<file path="config.mk">
export PLATFORM = sky130hd
export DESIGN_NAME = tvi_div
export DESIGN_NICKNAME = d
export VERILOG_FILES = /design/src/rtl/core/tvi_pkg.sv /design/src/rtl/core/tvi_div.sv
export SDC_FILE = /design/constraint.sdc
export NUM_CORES = 1
export LEC_CHECK = 0
export ABC_AREA = 1
export BUFFER_PORTS_ARGS = -buffer_cell sky130_fd_sc_hd__buf_4
export CAP_MARGIN = 20
export CORE_MARGIN = 4
export CORE_UTILIZATION = 35
export CTS_BUF_LIST = sky130_fd_sc_hd__clkbuf_8
export DETAILED_ROUTE_END_ITERATION = 7
export SETUP_SLACK_MARGIN = 0.05
export SLEW_MARGIN = 15
export SYNTH_ARGS = -nofsm -noshare
export SYNTH_HDL_FRONTEND = slang
export SYNTH_SLANG_ARGS = --single-unit
</file>
<file path="constraint.sdc">
create_clock -name clk_i -period 2.25 [get_ports clk_i]
set_input_delay 0.1125 -clock clk_i [delete_from_list [all_inputs] [get_ports clk_i]]
set_output_delay 0.1125 -clock clk_i [all_outputs]
set_load 0.01 [all_outputs]
</file>
<file path="src/rtl/core/tvi_pkg.sv">
// Package for the trilinear vector interpolator.
// Operation codes, the plane count and shared types; no dependencies.
`default_nettype none
package tvi_pkg;
  localparam logic [1:0] OP_LOAD_CORNER = 2'd0;
  localparam logic [1:0] OP_LOAD_PLANE  = 2'd1;
  localparam logic [1:0] OP_QUERY       = 2'd2;
  localparam int unsigned NUM_PLANES    = 6;

  typedef struct packed {
    logic start;
    logic busy;
    logic done;
  } div_ctl_t;
endpackage
`default_nettype wire

</file>
<file path="src/rtl/core/tvi_div.sv">
// Restoring signed divider, one quotient bit per cycle.
// Depends on tvi_pkg; quotient truncated toward zero.
`default_nettype none
module tvi_div
  import tvi_pkg::*;
#(
  parameter int unsigned NUM_W = 64,
  parameter int unsigned DEN_W = 32
) (
  input  wire logic                    clk_i,
  input  wire logic                    rst_ni,
  input  wire logic                    start_i,
  input  wire logic signed [NUM_W-1:0] num_i,
  input  wire logic signed [DEN_W-1:0] den_i,
  output div_ctl_t                     ctl_o,
  output logic signed [NUM_W-1:0]      quo_o
);
  localparam int unsigned CW = $clog2(NUM_W + 1);

  logic [NUM_W-1:0] quo_q, quo_d;
  logic [DEN_W:0]   rem_q, rem_d;
  logic [DEN_W-1:0] den_q, den_d;
  logic             neg_q, neg_d;
  logic [CW-1:0]    cnt_q, cnt_d;
  logic             busy_q, busy_d, done_q, done_d;
  logic [DEN_W:0]   trial;
  logic [DEN_W:0]   shifted;

  always_comb begin
    quo_d   = quo_q;
    rem_d   = rem_q;
    den_d   = den_q;
    neg_d   = neg_q;
    cnt_d   = cnt_q;
    busy_d  = busy_q;
    done_d  = 1'b0;
    shifted = {rem_q[DEN_W-1:0], quo_q[NUM_W-1]};
    trial   = shifted - {1'b0, den_q};
    if (start_i && !busy_q) begin
      quo_d  = num_i[NUM_W-1] ? NUM_W'(-num_i) : NUM_W'(num_i);
      den_d  = den_i[DEN_W-1] ? DEN_W'(-den_i) : DEN_W'(den_i);
      neg_d  = num_i[NUM_W-1] ^ den_i[DEN_W-1];
      rem_d  = '0;
      cnt_d  = CW'(NUM_W);
      busy_d = 1'b1;
    end else if (busy_q) begin
      // shift in one numerator bit, subtract when it fits
      if (!trial[DEN_W]) begin
        rem_d = trial;
        quo_d = {quo_q[NUM_W-2:0], 1'b1};
      end else begin
        rem_d = shifted;
        quo_d = {quo_q[NUM_W-2:0], 1'b0};
      end
      cnt_d = cnt_q - 1'b1;
      if (cnt_q == CW'(1)) begin
        busy_d = 1'b0;
        done_d = 1'b1;
      end
    end
  end

  always_ff @(posedge clk_i or negedge rst_ni) begin
    if (!rst_ni) begin
      busy_q <= 1'b0;
      done_q <= 1'b0;
      cnt_q  <= '0;
    end else begin
      busy_q <= busy_d;
      done_q <= done_d;
      cnt_q  <= cnt_d;
    end
  end

  always_ff @(posedge clk_i) begin
    quo_q <= quo_d;
    rem_q <= rem_d;
    den_q <= den_d;
    neg_q <= neg_d;
  end

  assign quo_o = neg_q ? NUM_W'(-quo_q) : quo_q;
  assign ctl_o = '{start: start_i, busy: busy_q, done: done_q};
endmodule
`default_nettype wire

</file>
[Word-level counts from Yosys, hierarchy flattened]
Index checks and enable logic that the tools add are counted.
Word-level totals
  output and inout port bits: 67
  ROM bits: 0
  RAM bits: 0
  memories kept: 0
  flip-flop bits (word level): 138
  latch bits: 0
Cells by class
  div/mod/pow operators: 0
  muxes and demuxes: 15
  $add $sub $neg: 5
  shift-type cells: 0
  equal/unequal tests: 1
  bitwise logic cells: 1
  reductions and logical operators: 3
  multiply operators: 0
  $lt $le $gt $ge: 0
Operator list (number)
  $mux 64: 4
  $neg 64->64: 2
  $sub 33x32->33: 1
  $mux 32: 1
  $neg 32->32: 1
  $mux 31: 1
  $mux 7: 2
  $eq 7x1->1 const B: 1
  $mux 1: 7
  $sub 7x1->7 const B: 1
  $reduce_bool 2->1: 1
  $logic_and 1x1->1: 1
  $logic_not 1->1: 1
  $xor 1x1->1: 1

[Logic depth before layout (Yosys ltp)]
Gate-level depths: netlist of run 1.
  depth in word-level cells: 4
  depth in mapped cells: 19
  gate-level depth less buffers: 18

[Worst setup path after synthesis of run 1]
No wires, ideal clock.
  path kind: reg-to-reg
  start: register busy_q
  end: register quo_q[0], enable pin
  required time: 1.831 ns
  period minus slack after synthesis: 2.495 ns
  setup slack: -0.245 ns
  cell stages (with the launch flop): 4
  arrival time: 2.076 ns
  cell sequence: dfrtp_1 -> clkbuf_1 -> nor2_1 -> inv_1
Between the ends
  word-level cells in the longest chain between the ends: 3
RTL lines
  from (decl): RTL line tvi_div.sv:25  | logic busy_q, busy_d, done_q, done_d;
  from (signal assigned): RTL line tvi_div.sv:69  | busy_q <= busy_d;
  $logic_not 1->1: RTL line tvi_div.sv:39  | if (start_i && !busy_q) begin
  $logic_and 1x1->1: RTL line tvi_div.sv:39
  $reduce_bool 2->1 (no line) *
  to (signal assigned): RTL line tvi_div.sv:76  | quo_q <= quo_d;
  to (decl): RTL line tvi_div.sv:20  | logic [NUM_W-1:0] quo_q, quo_d;
Every way passes the cells marked *; elsewhere a longest branch is shown, timed or not.
A chain may end at the register's enable or synchronous reset.

[Final worst setup path of run 1]
  start: register quo_q[12]
  end: output port quo_o[45]
Between the ends
  word-level cells in the longest chain between the ends: 2
RTL lines
  $neg 64->64: RTL line tvi_div.sv:82  | assign quo_o = neg_q ? NUM_W'(-quo_q) : quo_q;
  $mux 64: RTL line tvi_div.sv:82
  to (decl): RTL line tvi_div.sv:16  | output logic signed [NUM_W-1:0] quo_o
No other way between the ends.

==> key figures, run 1 <==
Floorplan
  – Die height: 202 um
  – IO Pins: 166
  – Effective utilization at floorplan: 0.358
  – Die width: 202 um
  – Core area: 0.0370 mm^2
  – Total die area: 0.0409 mm^2
  – Rows: 70

Pwr
  – Pleak: 9.79 nW
  – Pwr/cell area: 1210 mW/mm^2
  – Switching part of the total: 0.471
  – Internal: 12.5 mW
  – P_sw: 11.2 mW
  – Power Total: 23.7 mW
  – VDD IR-drop max: 0.559 mV
  – Part of the power in registers: 0.216
  – Clock power frac: 0.094
  – Combinational power share: 0.690

Synth
  – Synth Flop Type: edfxtp_1
  – Simple-gate area share of the yosys netlist: 0.413
  – Synthesized area: 0.0132 mm^2
  – Register area share after synthesis: 0.286
  – Seq cells post-synth: 138
  – Post-Synth XOR/XNOR Area: 0.0835
  – Mean post-synth cell area: 6.20 um^2
  – Synth unique cells: 49
  – Async set or reset register ratio after synthesis: 0.0652
  – Post-synthesis mux area share: 0
  – Synth Net Count: 2268
  – Post-synthesis adder-cell area fraction: 0.0365
  – Post-synthesis compound-gate area fraction: 0.0628
  – Synth Warn #: 0
  – EDFF count, synth: 97
  – Cells after Synth: 2131
  – Largest family of logic cells by synthesized area: simple AND/OR/NAND/NOR gates

Placement
  – Final GP Congestion: 0.936
  – Port-buffer cells: 165
  – Final HPWL DP: 40.6 mm

Routing
  – DR top layer: met4
  – DRC viols: 0
  – Iter 0 DRT Violations: 1170
  – Met1 WL: 22.4 mm
  – Drt pass-1 iters: 5
  – Mean routed wirelength per cell: 17.6 um
  – Total routed wirelength: 54.0 mm
  – Met3 wire len: 2.93 mm
  – DRT antenna net count: 0
  – Via density: 5.00
  – Via Count: 15.3k
  – Met2 WL post-DR: 26.1 mm

STA
  – RSZ-0062 raised after global routing: yes
  – Setup Viol. Count Final: 84
  – Fmax achieved: 372 MHz
  – Worst slew pin tran: 0.635 ns
  – Clk_skew: 0.0185 ns
  – Final worst setup slack: -0.441 ns
  – Period utilization: 1.20
  – Pins Over Slew Limit: 0
  – Period minus WS final: 2.69 ns
  – Hold Vio Cnt, Final: 0
  – Worst slew margin: 0.576

Final layout
  – Area of the multi-input gates: 0.00957 mm^2
  – Ant. Diodes: 0
  – Fraction of layout cells with a size suffix above 1: 0.315
  – Nets: 2687
  – Fillers: 3601
  – P&R area growth vs syn: 49.1%
  – Fin util: 0.533
  – Sequential cell area: 0.00379 mm^2

Critical path
  – Critical path data arrival time: 2.58 ns
  – Critical-path maximum fanout: 3
  – Crit path launch type: flop
  – Crit path required time: 2.14 ns
  – Cells on worst reg2reg path: 19
  – Crit path kind: flop to primary output
  – Crit. End Element: primary output

Global routing
  – GRT overflow: 0
  – Vias in the first global route: 15.0k
  – Initial antenna violation count: 0
  – Total track usage: 0.246
  – Largest net degree at the start of global routing: 62
  – First-pass GRT wire length: 80.3 mm

Clock tree
  – H-tree Lvls: 4
  – CTS Buffer Depth: 2
  – Clock-pin slew on the worst setup and hold paths: 0.09 ns
  – Sink Count: 138
  – Clock tree root buffer cell: clkbuf_8
  – CTS tree: yes
  – CTS buffer count: 17
  – Clk_lat worst skew: 0.47 ns

Run status
  – Failing checks: negative setup slack
  – Run status: complete, but fails checks

Min path
  – Hold Crit Class: input pin to flop
  – Hold path cells: 3

Job
  – Max cap viols: 0
cell usage after synthesis, types with 9 or more instances:
library cell | n | area (um^2)
a21oi_1 | 31 | 155
buf_1 | 11 | 41.3
clkbuf_1 | 28 | 105
dfrtp_1 | 9 | 225
dfxtp_1 | 32 | 641
edfxtp_1 | 97 | 2910
ha_1 | 37 | 463
inv_1 | 341 | 1280
nand2_1 | 707 | 2650
nand2_2 | 10 | 62.6
nand3_1 | 175 | 876
nand3b_1 | 30 | 225
nand4_1 | 54 | 338
nor2_1 | 227 | 852
nor2_2 | 9 | 56.3
nor3_1 | 22 | 110
o21ai_0 | 94 | 470
xnor2_1 | 26 | 228
xor2_1 | 100 | 876
through the flow:
step | setup slack, ns | hold slack, ns | cells | instance area (um^2) | TNS [ns]
2_1_floorplan | 0.0542 | -0.183 | 2131 | 13200 | 0
3_3_place_gp | 0.00466 | -0.0565 | 2908 | 16200 | 0
3_5_place_dp | -0.0878 | -0.0505 | 2908 | 16200 | -2.18
4_1_cts | -0.364 | 0.00951 | 3032 | 18400 | -11.71
5_1_grt | -0.548 | 0.0420 | 3067 | 19700 | -24.78
6_report | -0.441 | 0.0430 | 3067 | 19700 | -14.82
sequential cells by signal (all words and copies together), names as in the netlist:
signal	count
quo_q	64
den_q	32
busy_q	1
neg_q	1
rem_q	32
cnt_q	7
done_q	1
cell usage in the layout (no fill, tap or decap), types with 6 or more instances in the layout:
| master | synthesis | layout |
|---|---|---|
| nand2_1 | 707 | 608 |
| buf_4 | 6 | 350 |
| inv_1 | 341 | 312 |
| nor2_1 | 227 | 181 |
| nand3_1 | 175 | 131 |
| edfxtp_1 | 97 | 97 |
| o21ai_0 | 94 | 82 |
| xor2_1 | 100 | 81 |
| nand2_2 | 10 | 69 |
| buf_6 | 2 | 56 |
| nand4_1 | 54 | 54 |
| nand2_4 | 2 | 41 |
| inv_2 | 8 | 37 |
| nand3_2 | 1 | 37 |
| nor2_4 | 1 | 31 |
| nand3b_1 | 30 | 30 |
| dlygate4sd3_1 | 0 | 26 |
| dfxtp_1 | 32 | 26 |
| nor2_2 | 9 | 25 |
| ha_1 | 37 | 23 |
| xnor2_1 | 26 | 22 |
| a21oi_1 | 31 | 21 |
| xor2_2 | 0 | 17 |
| clkbuf_8 | 0 | 17 |
| nor3_1 | 22 | 16 |
| o21ai_2 | 2 | 14 |
| ha_4 | 0 | 14 |
| buf_12 | 0 | 14 |
| dfrtp_1 | 9 | 9 |
| a21oi_2 | 0 | 8 |
| nand3_4 | 0 | 8 |
| or2_2 | 7 | 7 |
| dfxtp_2 | 0 | 6 |
cell type report:
type                    instances  area share
clock buffers                  17      0.0119
clock inverters                15     0.00940
inverters                     350      0.0673
multi-input cells            1590       0.486
flip-flops and latches        138       0.192
well taps                     504      0.0320
repair buffers                453       0.202
worst paths after layout:
check                            endpoint      start  slack [ns]
worst max-delay path            quo_o[45]  quo_q[12]       -0.44
worst min-delay path             den_q[5]   den_i[5]        0.04
worst max register to register  rem_q[26]   den_q[0]       -0.10
worst min register to register   rem_q[4]   rem_q[4]        0.47
max in group asynchronous        cnt_q[5]     rst_ni        2.04
min in group asynchronous        cnt_q[6]     rst_ni        0.06
cell families after synthesis:
group                      after synthesis
AOI/OAI and AO/OA                      154
xor gates and xnor gates               126
adders and majority gates               38
buffers and inverters                  403
DFF                                    138
and+or+nand+nor                       1272
power by group through the flow:
stage / Clock, mW / Combinational (mW) / Sequential, mW
after floorplan: 0 / 7.03 / 4.72
after global placement: 0 / 11.6 / 4.95
after detailed placement: 0 / 11.7 / 4.97
after CTS: 2.26 / 14.2 / 4.98
after global routing: 2.37 / 17.8 / 5.24
final: 2.23 / 16.4 / 5.13
worst max-delay path, cell delays in order (launching register included):
cell,delay (ns)
edfxtp_1,0.47
nor2_1,0.21
nand2_1,0.10
inv_2,0.07
nand4_1,0.21
nor2_4,0.22
nand3b_1,0.13
nor2_1,0.13
buf_4,0.15
nor2_2,0.05
xor2_2,0.21
buf_4,0.17
metal layers:
layer | global-route usage | vias up
met3 | 0.0335 | 131
met2 | 0.424 | 528
met5 | 0 | -
met4 | 0.106 | 0
li1 | - | 7557
met1 | 0.309 | 7130
what timing repair did:
item / in CTS / in global routing
cloned: 4 / 3
buffers inserted: 68 / 38
hold buffers: 26 / 0
gates resized for setup: 259 / 222
pin swaps: 91 / 144
endpoints found under the hold margin: 35 / 0
endpoints found under the setup margin: 87 / 93
No activity file was read; power rests on OpenSTA's default activity.
==> run 2, diff against run 1 <==
--- a/config.mk
+++ b/config.mk
@@ -8,7 +8,7 @@
 export ABC_AREA = 1
 export BUFFER_PORTS_ARGS = -buffer_cell sky130_fd_sc_hd__buf_4
 export CAP_MARGIN = 20
-export CORE_MARGIN = 4
+export CORE_MARGIN = 5
 export CORE_UTILIZATION = 35
 export CTS_BUF_LIST = sky130_fd_sc_hd__clkbuf_8
 export DETAILED_ROUTE_END_ITERATION = 7
==> constraint.sdc (replaced) <==
create_clock -name clk_i -period 2.25 [get_ports clk_i]
set_input_delay 0 -clock clk_i [delete_from_list [all_inputs] [get_ports clk_i]]
set_output_delay 0 -clock clk_i [all_outputs]
set_load 0.01 [all_outputs]
==> run 2 against run 1 <==
Net effect:
- the flow still finishes with violations (negative setup slack)
- clock skew decreased by 0.0031 ns
- routed wire length decreased by 3.2%
- combinational power decreased by 9.8%
- die area increased by 2.0%
- maximum frequency increased by 4.2%
- critical path depth decreased by 2
- sequential share of layout area increased by 0.55 points
- highest routed layer unchanged
- critical path type unchanged
- clock power decreased by 5%
- register-to-register slack about the same
- worst hold slack got worse by 0.0094 ns
==> key figures, run 2 (synthesis gave the netlist of run 1 again) <==
Floorplan
  – Rows: 71
  – Effective utilization at floorplan: 0.353
  – Die width: 204 um
  – Core area: 0.0375 mm^2
  – IO Pins: 166
  – Total die area: 0.0417 mm^2
  – Die height: 204 um

Clock tree
  – CTS Buffer Depth: 2
  – CTS buffer count: 17
  – Clock-pin slew on the worst setup and hold paths: 0.08 ns
  – Sink Count: 138
  – Clock tree root buffer cell: clkbuf_8
  – H-tree Lvls: 4
  – Clk_lat worst skew: 0.47 ns
  – CTS tree: yes

Final layout
  – Fillers: 3692
  – Post-Layout Cell Count: 3074
  – Top flop regs: quo_q (64), den_q (32), rem_q (32)
  – Max FFs per register: 64
  – Sequential cell area: 0.00378 mm^2
  – Fraction of layout cells with a size suffix above 1: 0.252
  – Most common cell after layout, fill and taps aside: nand2_1
  – Most frequent cells in the layout: 648 x nand2_1, 319 x inv_1, 317 x buf_4
  – Largest register by flop count: quo_q
  – P&R area growth vs syn: 44.6%
  – Nets: 2685
  – Fin util: 0.510
  – Area of the multi-input gates: 0.00900 mm^2

Critical path
  – Slowest cell delay on critical path: 0.49 ns
  – Critical path data arrival time: 2.58 ns
  – RR Endpoint: rem_q[27]
  – Crit path launch type: flop
  – Flop-to-flop setup slack: -0.11 ns
  – Crit. End Element: primary output
  – Crit path max-delay cell type: edfxtp_1
  – Critical-path maximum fanout: 4
  – Crit path kind: flop to primary output
  – Critical path, cell by cell: nor2_1, nand4_1, nor2_2, nand3b_1, nor2_2, buf_6, nor2_2, xor2_2, buf_4
  – R2r startpoint: den_q[0]
  – Most used cell, CP: nor2_2
  – Crit path required time: 2.25 ns
  – Cells on worst reg2reg path: 18

Run status
  – Failing checks: negative setup slack
  – Run status: complete, but fails checks

Placement
  – Port-buffer cells: 165
  – Final HPWL DP: 39.9 mm
  – Post-Place Cells: 2864
  – Final GP Congestion: 0.969

Min path
  – Min-delay src: num_i[51]
  – Hold endpoint: quo_q[51]
  – Hold Crit Class: input pin to flop
  – Hold path cells: 5

Routing
  – Mean routed wirelength per cell: 17.0 um
  – Drt pass-1 iters: 6
  – Via density: 4.98
  – Via Count: 15.3k
  – Total routed wirelength: 52.3 mm
  – Iter 0 DRT Violations: 1031
  – DRT antenna net count: 0
  – DRC viols: 0

STA
  – RSZ-0062 raised after global routing: yes
  – Final worst setup slack: -0.332 ns
  – Pins Over Slew Limit: 0
  – Total negative slack: -10.00 ns
  – Period utilization: 1.15
  – Hold Vio Cnt, Final: 0
  – Worst slew margin: 0.576
  – Worst hold margin: 0.0337 ns
  – Setup Viol. Count Final: 67
  – Worst slew pin tran: 0.635 ns
  – Fmax achieved: 387 MHz
  – Period minus WS final: 2.58 ns
  – Clk_skew: 0.0154 ns

Pwr
  – Pleak: 9.51 nW
  – Pwr/cell area: 1150 mW/mm^2
  – VDD IR-drop max: 0.639 mV

Global routing
  – Largest net degree at the start of global routing: 67
  – Total track usage: 0.239
  – Vias in the first global route: 14.8k
  – GRT overflow: 0
  – First-pass GRT wire length: 78.8 mm
  – Initial antenna violation count: 1

Job
  – Max cap viols: 0
## run 2: cell types whose count changed in the layout (fill, tap and decap cells not counted), moves of 8 or more
cell | before | now
buf_4 | 350 | 317
buf_6 | 56 | 32
dlygate4sd3_1 | 26 | 85
ha_1 | 23 | 35
ha_4 | 14 | 2
nand2_1 | 608 | 648
nand2_2 | 69 | 47
nand2_4 | 41 | 23
nand3_1 | 131 | 147
nand3_2 | 37 | 22
nor2_2 | 25 | 33
## run 2: repair_timing
action	CTS	global route
setup endpoints to repair	81	92
pin swaps	112	79
hold buffers	85	0
hold endpoints to repair	94	0
resized for setup	243	93
buffers inserted	70	30
gates cloned	6	0
## run 2: worst max path at each step
| stage | from | endpoint | cells past startpoint |
|---|---|---|---|
| 6_report | quo_q[14] | quo_o[45] | 9 |
| 5_1_grt | quo_q[4] | quo_o[47] | 13 |
| 4_1_cts | quo_q[0] | quo_o[31] | 12 |
| 3_5_place_dp | quo_q[63] | rem_q[14] | 18 |
| 3_3_place_gp | quo_q[63] | rem_q[31] | 19 |
| 2_1_floorplan | quo_q[63] | quo_q[0] | 16 |
## run 2: layout make-up
class / instances / share of cell area
Antenna cell: 2 / 0.000262
Clock buffer: 17 / 0.0122
Clock inverter: 15 / 0.00838
Inverter: 350 / 0.0693
Multi-Input combinational cell: 1590 / 0.471
Sequential cell: 138 / 0.198
Tap cell: 511 / 0.0335
Timing Repair Buffer: 451 / 0.207
## run 2: stage by stage
step | area [um^2] | total power, mW | worst slack, ns
global route | 19100 | 23.5 | -0.451
detailed placement | 15800 | 16.2 | -0.117
CTS | 18600 | 20.9 | -0.246
finish | 19100 | 22.0 | -0.332
floorplan | 13200 | 11.7 | 0.0542
global placement | 15800 | 16.0 | -0.0197
## run 2: layer usage
| metal | track usage | share of wire | up-vias |
|---|---|---|---|
| li1 | - | - | 7562 |
| met5 | 0 | 0 | - |
| met3 | 0.0233 | 0.054 | 148 |
| met2 | 0.410 | 0.48 | 598 |
| met4 | 0.120 | 0.054 | 0 |
| met1 | 0.301 | 0.41 | 7009 |
## run 2: report_power, final
group	total, mW	switching (mW)	internal [mW]
Clock	2.12	1.05	1.08
Combinational	14.8	8.34	6.43
Sequential	5.11	1.08	4.03
Total	22.0	10.5	11.5
## run 2: worst max-delay path: cells and delay by family (launching register included)
family	cells	cell delay, ns
AND/OR/NAND/NOR	6	1.08
buffers and inverters	2	0.31
XOR/XNOR	1	0.23
flip-flops	1	0.49
